File: src/sv/pcd_rem.sv
// Remainder by a power-of-two divisor: a mask, registered and ready in the cycle after start.
module pcd_rem #(
  parameter int unsigned DIV_W = 10
) (
  input  logic             clk_i,
  input  logic             rst_ni,
  input  logic             start_i,
  input  logic [63:0]      dividend_i,
  input  logic [DIV_W-1:0] divisor_i,
  output logic             done_o,
  output logic [DIV_W-1:0] rem_o
);

  logic             done_q;
  logic [DIV_W-1:0] rem_q, rem_d;

  always_comb begin
    rem_d = rem_q;
    if (start_i) begin
      rem_d = dividend_i[DIV_W-1:0] & (divisor_i - DIV_W'(1));
    end
  end

  always_ff @(posedge clk_i or negedge rst_ni) begin
    if (!rst_ni) begin
      done_q <= 1'b0;
    end else begin
      done_q <= start_i;
    end
  end

  always_ff @(posedge clk_i) begin
    rem_q <= rem_d;
  end

  assign done_o = done_q;
  assign rem_o  = rem_q;

endmodule

File: config.mk
export PLATFORM = sky130hd
export DESIGN_NAME = pcd_rem
export DESIGN_NICKNAME = d
export VERILOG_FILES = /design/src/sv/pcd_rem.sv
export SDC_FILE = /design/constraint.sdc
export NUM_CORES = 1
export LEC_CHECK = 0
export BUFFER_PORTS_ARGS = -buffer_cell sky130_fd_sc_hd__buf_2
export CORE_MARGIN = 5
export CORE_UTILIZATION = 31
export CTS_BUF_LIST = sky130_fd_sc_hd__clkbuf_4
export DETAILED_ROUTE_END_ITERATION = 7
export PLACE_DENSITY_LB_ADDON = 0.05
export SKIP_LAST_GASP = 1
export SYNTH_ARGS = -nofsm -noshare
export SYNTH_HDL_FRONTEND = slang
export SYNTH_SLANG_ARGS = --single-unit
File: constraint.sdc
create_clock -name clk_i -period 0.8 [get_ports clk_i]
set_input_delay 0.04 -clock clk_i [delete_from_list [all_inputs] [get_ports clk_i]]
set_output_delay 0.04 -clock clk_i [all_outputs]
set_load 0.02 [all_outputs]
==> flow_summary.ini, run 1 <==
[outcome]
failing_checks = setup timing
outcome = finished, violations left

[clock_tree]
cts.path.max_buffers = 2
cts_made_buffers = 3
h-tree-depth = 1
clk_transition_reported_paths_ps = 70
ctsRootBufferMaster = clkbuf_4
tritoncts = yes
numClockSinks = 11

[worst_setup_path]
crit_slowest_cell = or4_4
worst_path_largest_cell_delay_ps = 580
critPathMaxFanout = 6
timing.critical_path.from_type = primary input
path_cells = buf_6 -> or4_4 -> or3_4 -> a21boi_2
worst_ep_required_time_ps = 920
cp_data_arrival_time_ps = 1180
critPathKind = primary input to register
end_kind = register

[grt]
global_route_wire_length_before_repair_um = 1959
gr-total-overflow = 0
grt_usage_pct = 10.21
grt_start_max_net_pins = 12
number_of_antenna_violations_at_the_first_check_in_global_routing = 0
via_count_of_the_first_global_routing_pass = 435

[cells_and_area]
post-route-cell-area_mm2 = 0.001003
antenna_cells_inserted = 0
layoutNonFillerInstCount = 117
post_route_cells_drive_above_1_share_pct = 61.96
nets = 171
synthToLayoutAreaGrowth_pct = 79.82
post-route-util_pct = 58.12

[drt]
drt-vias-per-instance = 4.171
routed-via-count = 488
remaining_drc_errors = 0
wl_per_cell_um = 11.42
detail_route.first_pass.iterations = 3
iter_0_drt_violations = 3
route.final.wire_length_um = 1336
ant_nets = 0

[sta]
timing.final.ws_setup_ps = -259.3
final_critical_path_share_of_the_clock_period_pct = 132.4
grt_setup_unrepaired = true
timing.final.max_slew_violations = 0
hold_slack_ps = 34.42
timing.final.crit_period_ps = 1059
timing.max_slew.rel_slack_pct = 82.07
hold_violations = 0
maxClockFrequency_mhz = 944.1
setup_viol_count_final = 17
timing.setup.tns_ps = -1447
worst_slew_pin_slew_ps = 266.7

[synth]
syn_avg_cell_area_um2 = 12.40
synth-warning-count = 0
synthesized_netlist_net_count = 123
synth-seq-area-share_pct = 58.30
synthesis.area_um2 = 558.0
synth_cells = 45
ys_ff_latch = 11
synth_cell_types = 18

[floorplanning]
initial_core_util_pct = 32.32
std_cell_rows = 15
core_region_area_mm2 = 0.001727
dieWidth_um = 52.43
floorplan.die.height_um = 52.43
io_pins = 88
die_area_mm2 = 0.002748

[place]
detailed_place_hpwl_um = 1032
post_dp_cell_area_um2 = 853.3
place.port_buffers = 33
placement.setup.worst_slack_ps = -588.7
gpl.final_weighted_congestion = 0.7242
placed_cells_incl_taps = 109

[power_and_ir_drop]
p_per_area_mw_per_mm2 = 1454
power.static_leakage_nw = 0.4210
power.ir.vdd_worst_v = 0.0008545
total_power_mw = 1.459

[worst_hold_path]
holdPathStages = 1
worst_hold_path_type = primary input to register

[run]
timing.max_cap.violations = 0
-- cell families (layout without fill, tap and decap cells) --
family,after synthesis,after routing,share of synthesized area [%]
buf+inv,3,50,2.018
compound gates,8,8,9.417
mux,2,2,3.588
simple gates,18,18,21.30
flops,11,11,58.30
xor+xnor,2,2,3.140
fa+ha+maj,1,1,2.242
-- layout by cell type (no fill, tap or decap), types with 2 or more instances in the layout --
cell type	netlist	layout
a21boi_1	1	2
a21boi_2	0	2
and2_1	2	2
buf_2	0	25
buf_4	0	8
buf_6	0	7
clkbuf_4	0	4
edfxtp_1	10	10
mux2i_1	2	2
nand2_1	2	2
nand2b_1	2	2
nor2b_1	2	2
o21ai_0	3	2
or3_1	5	4
or4_4	2	2
xor2_1	2	2
-- worst max-delay path: cells and delay by family --
kind | cells | cell delay, ps
compound gates | 1 | 120
buf+inv | 1 | 90
simple gates | 2 | 930
-- registers in the layout (all words and copies together), names as in the netlist --
register,cells
done_o,1
rem_o,10
-- final timing paths --
path | endpoint | start | slack (ps)
worst max-delay path | rem_o[6] | divisor_i[3] | -260
worst min-delay path | done_o | start_i | 30
max in group asynchronous | done_o | rst_ni | 640
min in group asynchronous | done_o | rst_ni | 70
-- layer usage --
| metal | part of all wire [%] | wire length (um) | global-route usage, % | vias up |
|---|---|---|---|---|
| met2 | 44 | 590 | 13.64 | 24 |
| met1 | 46 | 610 | 13.99 | 197 |
| met3 | 10 | 135 | 4.843 | 0 |
| met4 | 0 | 0 | 3.830 | 0 |
| li1 | - | - | - | 267 |
| met5 | 0 | 0 | 0 | - |
-- cell usage after synthesis --
library cell / number / share of area [%]
edfxtp_1: 10 / 54
or3_1: 5 / 5.6
a21boi_0: 3 / 4.0
inv_1: 3 / 2.0
o21ai_0: 3 / 2.7
and2_1: 2 / 2.2
mux2i_1: 2 / 3.6
nand2_1: 2 / 1.3
nand2b_1: 2 / 2.2
nor2b_1: 2 / 2.2
nor4_1: 2 / 2.2
or4_4: 2 / 4.0
xor2_1: 2 / 3.1
a21boi_1: 1 / 1.3
dfrtp_1: 1 / 4.5
ha_1: 1 / 2.2
nor3b_1: 1 / 1.3
o31ai_1: 1 / 1.3
-- report_power, final --
group | leakage (nW) | switching (mW) | total, mW | internal [mW]
Sequential | 0.108 | 0.0139 | 0.693 | 0.679
Clock | 0.0184 | 0.186 | 0.412 | 0.227
Combinational | 0.295 | 0.172 | 0.354 | 0.182
-- timing repair --
item	4_1_cts	5_1_grt
endpoints found under the hold margin	1	0
pin swaps	7	8
hold buffers	1	0
setup buffers	2	1
cloned	0	0
endpoints found under the setup margin	17	18
gates resized for setup	14	8
-- layout make-up --
class                      instances  area [um^2]
tap                               25        31.28
timing repair buffer              43        309.0
inverter                           3        28.78
clock buffer                       4        30.03
multi-input combinational         31        279.0
sequential                        11        325.3
fill                             165        723.2
Note: power is estimated with default switching activity, not from simulation.
==> run 2: changes to the inputs <==
--- a/config.mk
+++ b/config.mk
@@ -5,9 +5,10 @@
 export SDC_FILE = /design/constraint.sdc
 export NUM_CORES = 1
 export LEC_CHECK = 0
+export ABC_AREA = 1
 export BUFFER_PORTS_ARGS = -buffer_cell sky130_fd_sc_hd__buf_2
 export CORE_MARGIN = 5
-export CORE_UTILIZATION = 31
+export CORE_UTILIZATION = 32
 export CTS_BUF_LIST = sky130_fd_sc_hd__clkbuf_4
 export DETAILED_ROUTE_END_ITERATION = 7
 export PLACE_DENSITY_LB_ADDON = 0.05
==> run 2 against run 1 <==
  * The run still ends with setup timing left
  * Sequential power is essentially flat
  * Die area is 0.29% higher
  * Combinational power is 11% lower
  * Utilization down 4.7 points
  * Area after synthesis rose by 3.6%
  * Flip-flop and latch count unchanged
  * Non-clock buffer count shrank 3
  * Power down 2.1%
  * Highest routed layer is now met4
  * Sequential share of layout area up 2.9 points
==> flow_summary.ini, run 2 <==
[outcome]
outcome = finished, violations left
failing_checks = setup timing

[synth]
synthesis.area_um2 = 578.1
synth-seq-area-share_pct = 56.28
synth.top_cells.by_area = edfxtp_1 52%, inv_1 8.4%, nand2_1 7.1%, nor2_1 7.1%, nand3_1 5.2%
synth_commonest_cells = 13 x inv_1, 11 x nand2_1, 11 x nor2_1, 10 x edfxtp_1, 6 x nand3_1
synth-warning-count = 0
synth-edff-count = 10
synth_cells = 66
ys_ff_latch = 11
synthesized_netlist_net_count = 144
yosysTopAreaCell = edfxtp_1
synth.most_common_cell = inv_1
synth_cell_types = 15
asyncSetResetFlopFracSynth_pct = 9.091
synth_flop_cell = edfxtp_1
synth_top_cell_area_share_pct = 51.95
syn_avg_cell_area_um2 = 8.758

[worst_setup_path]
timing.critical_path.max_delay_family = flip-flops
path_cells = buf_6
bufs_and_invs_on_worst_path = 1
critPathKind = register to output port
cp_data_arrival_time_ps = 820
timing.critical_path.from_type = register
worst_path_largest_cell_delay_ps = 400
worst_ep_required_time_ps = 760
critPathMaxFanout = 1
end_kind = output port
crit_slowest_cell = edfxtp_1

[sta]
timing.max_slew.rel_slack_pct = 83.32
timing.final.crit_period_ps = 855.3
final_critical_path_share_of_the_clock_period_pct = 106.9
grt_setup_unrepaired = true
setup_viol_count_final = 11
timing.final.ws_setup_ps = -55.33
timing.final.max_slew_violations = 0
hold_violations = 0
worst_slew_pin_slew_ps = 250.2
maxClockFrequency_mhz = 1169

[grt]
via_count_of_the_first_global_routing_pass = 499
global_route_wire_length_before_repair_um = 1987
grt_start_max_net_pins = 12
gr-total-overflow = 0
grt_usage_pct = 10.22
number_of_antenna_violations_at_the_first_check_in_global_routing = 0

[clock_tree]
h-tree-depth = 1
cts.path.max_buffers = 2
ctsRootBufferMaster = clkbuf_4
cts_made_buffers = 3
numClockSinks = 11
clk_transition_reported_paths_ps = 70
cts_setup_buffers = 0
tritoncts = yes

[place]
post_dp_cell_area_um2 = 844.6
placed_cells_incl_taps = 130
detailed_place_hpwl_um = 1046
place.port_buffers = 33
gpl.final_weighted_congestion = 0.7409

[cells_and_area]
number_of_fillers_in_the_final_layout = 176
layout.cells.most_common_list = 27 x buf_2, 11 x inv_1, 10 x nor2_1, 10 x nand2_1, 10 x edfxtp_1
post-route-cell-area_um2 = 922.1
post-route-util_pct = 53.41
synthToLayoutAreaGrowth_pct = 59.52
final_common_cell = buf_2
largest_reg_flops = 10
antenna_cells_inserted = 0
layoutNonFillerInstCount = 135
nets = 189
post_route_cells_drive_above_1_share_pct = 48.18

[drt]
ant_nets = 0
routed-via-count = 555
iter_0_drt_violations = 11
drt-vias-per-instance = 4.111
route.final.wire_length_um = 1295
wl_per_cell_um = 9.593
remaining_drc_errors = 0
detail_route.first_pass.iterations = 4

[power_and_ir_drop]
share_clk_of_total_power_pct = 29.4
power.share.switching_pct = 26.05
switch_pwr_mw = 0.3721
power.static_leakage_nw = 0.4523
power.ir.vdd_worst_v = 0.001000
total_power_mw = 1.429
p_per_area_mw_per_mm2 = 1549
seqPwrFrac_pct = 48.5
p_int_mw = 1.056
power.share.combinational_pct = 22.2

[floorplanning]
io_pins = 88
floorplan.die.height_um = 52.50
initial_core_util_pct = 33.48
core_region_area_mm2 = 0.001727
die_area_mm2 = 0.002756
dieWidth_um = 52.50
std_cell_rows = 15

[worst_hold_path]
holdPathStages = 1
worstHoldStart = start_i
worst_hold_path_type = primary input to register
hold_worst_path_end = done_o

[run]
timing.max_cap.violations = 0
-- run 2: cell types whose count changed after synthesis, sizes merged, moves of 3 or more --
| cell | before | now |
|---|---|---|
| nand3 | 0 | 6 |
| nand2 | 2 | 12 |
| a21boi | 4 | 1 |
| or3 | 5 | 0 |
| inv | 3 | 13 |
| a21oi | 0 | 5 |
| nor2 | 0 | 13 |
-- run 2: routing by layer --
layer	up-vias	global-route usage [%]	routed length [um]	part of all wire, %
met3	2	4.843	186	14
met2	28	14.46	514	40
met4	0	6.383	14	1.1
met5	-	0	0	0
met1	226	12.26	579	45
li1	299	-	-	-
-- run 2: cells by family after synthesis --
| logic type | share of synthesized area (%) |
|---|---|
| buffers and inverters | 8.442 |
| adders and majority gates | 2.164 |
| AOI/OAI and AO/OA | 7.359 |
| DFF | 56.28 |
| and+or+nand+nor | 25.76 |
-- run 2: stage by stage --
stage                     hold slack, ps  worst slack (ps)  TNS, ps
after global placement            -184.8            -200.7    -1115
after CTS                          32.95            -60.05   -417.5
after floorplan                   -255.6            -2.200   -2.200
after global routing               41.36            -91.05   -700.8
after detailed placement          -184.2            -215.7    -1171
final                              32.62            -55.33   -304.0
-- run 2: timing repair --
| item | CTS | global route |
|---|---|---|
| hold endpoints to repair | 1 | 0 |
| hold buffers | 1 | 0 |
| resized for setup | 6 | 6 |
| setup endpoints to repair | 11 | 11 |
-- run 2: worst max path at each step --
stage	depth (start not counted)	from	slack (ps)	endpoint
after floorplan	7	divisor_i[1]	-2	rem_o[8]
after global routing	1	rem_o[0]	-90	rem_o[0]
after global placement	8	divisor_i[0]	-200	rem_o[8]
after detailed placement	8	divisor_i[1]	-220	rem_o[8]
after CTS	1	rem_o[0]	-60	rem_o[0]
final	1	rem_o[0]	-60	rem_o[0]
-- run 2: cell type report --
class	instances	area, um^2	area share (%)
sequential	11	325.3	35.28
timing repair buffer	40	257.7	27.95
multi-input combinational	42	226.5	24.56
inverter	13	51.30	5.563
tap	25	31.28	3.392
clock buffer	4	30.03	3.256
-- run 2: power by group through the flow --
stage / sequential [mW] / combinational, mW / clock (mW)
floorplan: 0.763 / 0.0807 / 0
global placement: 0.699 / 0.289 / 0
global route: 0.698 / 0.347 / 0.464
detailed placement: 0.699 / 0.290 / 0
CTS: 0.690 / 0.306 / 0.437
finish: 0.693 / 0.316 / 0.419
==> run 3: changes to the inputs <==
==> config.mk (replaced) <==
export PLATFORM = sky130hd
export DESIGN_NAME = pcd_rem
export DESIGN_NICKNAME = d
export VERILOG_FILES = /design/src/sv/pcd_rem.sv
export SDC_FILE = /design/constraint.sdc
export NUM_CORES = 1
export LEC_CHECK = 0
export BUFFER_PORTS_ARGS = -buffer_cell sky130_fd_sc_hd__buf_2
export CORE_MARGIN = 5
export CORE_UTILIZATION = 31
export CTS_BUF_LIST = sky130_fd_sc_hd__clkbuf_4
export DETAILED_ROUTE_END_ITERATION = 7
export GPL_ROUTABILITY_DRIVEN = 0
export PLACE_DENSITY_LB_ADDON = 0.05
export SYNTH_ARGS = -nofsm -noshare
export SYNTH_HDL_FRONTEND = slang
export SYNTH_SLANG_ARGS = --single-unit
==> run 3 against run 2 <==
  * Worst setup slack lost 200 ps
  * Largest cell class unchanged
  * Die area shrank 0.29%
  * Sequential power is essentially flat
  * Critical path type is now primary input to register
  * The run still ends with setup timing left
==> flow_summary.ini, run 3 (synthesized netlist as in run 1, its figures left out) <==
[outcome]
outcome = finished, violations left
failing_checks = setup timing

[power_and_ir_drop]
power.share.switching_pct = 25.53
p_per_area_mw_per_mm2 = 1455
share_clk_of_total_power_pct = 28.3
power.static_leakage_nw = 0.4210
power.share.combinational_pct = 24.3
p_int_mw = 1.087
switch_pwr_mw = 0.3728
seqPwrFrac_pct = 47.4
power.ir.vdd_worst_v = 0.0008560

[cells_and_area]
largest_reg_flops = 10
post-route-util_pct = 58.12
nets = 171
final_common_cell = buf_2
synthToLayoutAreaGrowth_pct = 79.82
antenna_cells_inserted = 0
number_of_fillers_in_the_final_layout = 165
layout.cells.most_common_list = 25 x buf_2, 10 x edfxtp_1, 8 x buf_4
post_route_cells_drive_above_1_share_pct = 61.96

[worst_setup_path]
critPathMaxFanout = 6
path_cells = buf_6 -> or4_4 -> or3_4 -> a21boi_2
crit_cells = 4
critPathKind = primary input to register
timing.critical_path.from_type = primary input
worst_ep_required_time_ps = 920
worst_path_largest_cell_delay_ps = 580
crit_slowest_cell = or4_4
bufs_and_invs_on_worst_path = 1
cp_data_arrival_time_ps = 1180
end_kind = register
timing.critical_path.max_delay_family = simple AND/OR/NAND/NOR gates

[sta]
timing.max_slew.rel_slack_pct = 82.64
grt_setup_unrepaired = true
maxClockFrequency_mhz = 944.4
hold_violations = 0
worst_slew_pin_slew_ps = 258.2
timing.final.max_slew_violations = 0
setup_viol_count_final = 17
final_critical_path_share_of_the_clock_period_pct = 132.4
hold_slack_ps = 36.03
timing.final.crit_period_ps = 1059
timing.final.ws_setup_ps = -258.9

[place]
placement.setup.worst_slack_ps = -588.7
place.port_buffers = 33
detailed_place_hpwl_um = 1032

[drt]
route.final.wire_length_um = 1348
remaining_drc_errors = 0
drt-vias-per-instance = 4.197
routed-via-count = 491
wl_per_cell_um = 11.52
ant_nets = 0
iter_0_drt_violations = 3
detail_route.first_pass.iterations = 3

[clock_tree]
clk_transition_reported_paths_ps = 70
ctsRootBufferMaster = clkbuf_4
tritoncts = yes
h-tree-depth = 1
cts_made_buffers = 3
cts.path.max_buffers = 2
numClockSinks = 11

[grt]
global_route_wire_length_before_repair_um = 1959
number_of_antenna_violations_at_the_first_check_in_global_routing = 0
via_count_of_the_first_global_routing_pass = 435
grt_start_max_net_pins = 12
grt_usage_pct = 10.21
gr-total-overflow = 0

[floorplanning]
die_area_mm2 = 0.002748
floorplan.die.height_um = 52.43
dieWidth_um = 52.43
std_cell_rows = 15
io_pins = 88
initial_core_util_pct = 32.32
core_region_area_mm2 = 0.001727

[worst_hold_path]
worst_hold_path_type = primary input to register
holdPathStages = 1

[run]
timing.max_cap.violations = 0
-- run 3: cell count changes in the layout (fill, tap and decap cells not counted), moves of 4 or more --
cell / change
inv_1: -10
nor2_1: -10
nand2_1: -8
a21oi_1: -5
nand3_1: -5
or3_1: +4
-- run 3: final timing paths --
kind | start | end | slack [ps]
setup / recovery | divisor_i[3] | rem_o[6] | -260
max in group asynchronous | rst_ni | done_o | 640
hold / removal | start_i | done_o | 40
min in group asynchronous | rst_ni | done_o | 70
-- run 3: per-layer routing --
layer | vias to the layer above | GRT usage [%] | wire (um)
met3 | 0 | 4.843 | 137
met4 | 0 | 3.830 | 0
met1 | 201 | 13.99 | 618
met5 | - | 0 | 0
li1 | 266 | - | -
met2 | 24 | 13.64 | 592
-- run 3: layout make-up --
cell class	count	area (um^2)	share of cell area (%)
multi-input cells	31	279.0	27.81
repair buffers	43	309.0	30.80
inverters	3	28.78	2.868
flip-flops and latches	11	325.3	32.42
well taps	25	31.28	3.117
clock buffers	4	30.03	2.993
-- run 3: power groups by stage --
stage / Clock, mW / Sequential (mW) / Combinational (mW)
2_1_floorplan: 0 / 0.765 / 0.0654
3_3_place_gp: 0 / 0.701 / 0.297
3_5_place_dp: 0 / 0.701 / 0.299
4_1_cts: 0.423 / 0.692 / 0.343
5_1_grt: 0.463 / 0.696 / 0.380
6_report: 0.413 / 0.693 / 0.355
-- run 3: metrics by stage --
step                      instance area [um^2]  cells  TNS, ps  power [mW]
after global placement                   853.3    109    -3428      0.9983
after floorplan                          599.3     45    -1948      0.8299
after global routing                      1003    117    -2003       1.539
after CTS                                973.4    116    -1587       1.458
final                                     1003    117    -1446       1.460
after detailed placement                 853.3    109    -3550      0.9998
-- run 3: timing repair --
item                                   4_1_cts  5_1_grt
buffers inserted                             2        1
setup endpoints to repair                   17       18
pin swaps                                    7        8
endpoints found under the hold margin        1        0
resized for setup                           15        7
hold buffers                                 1        0
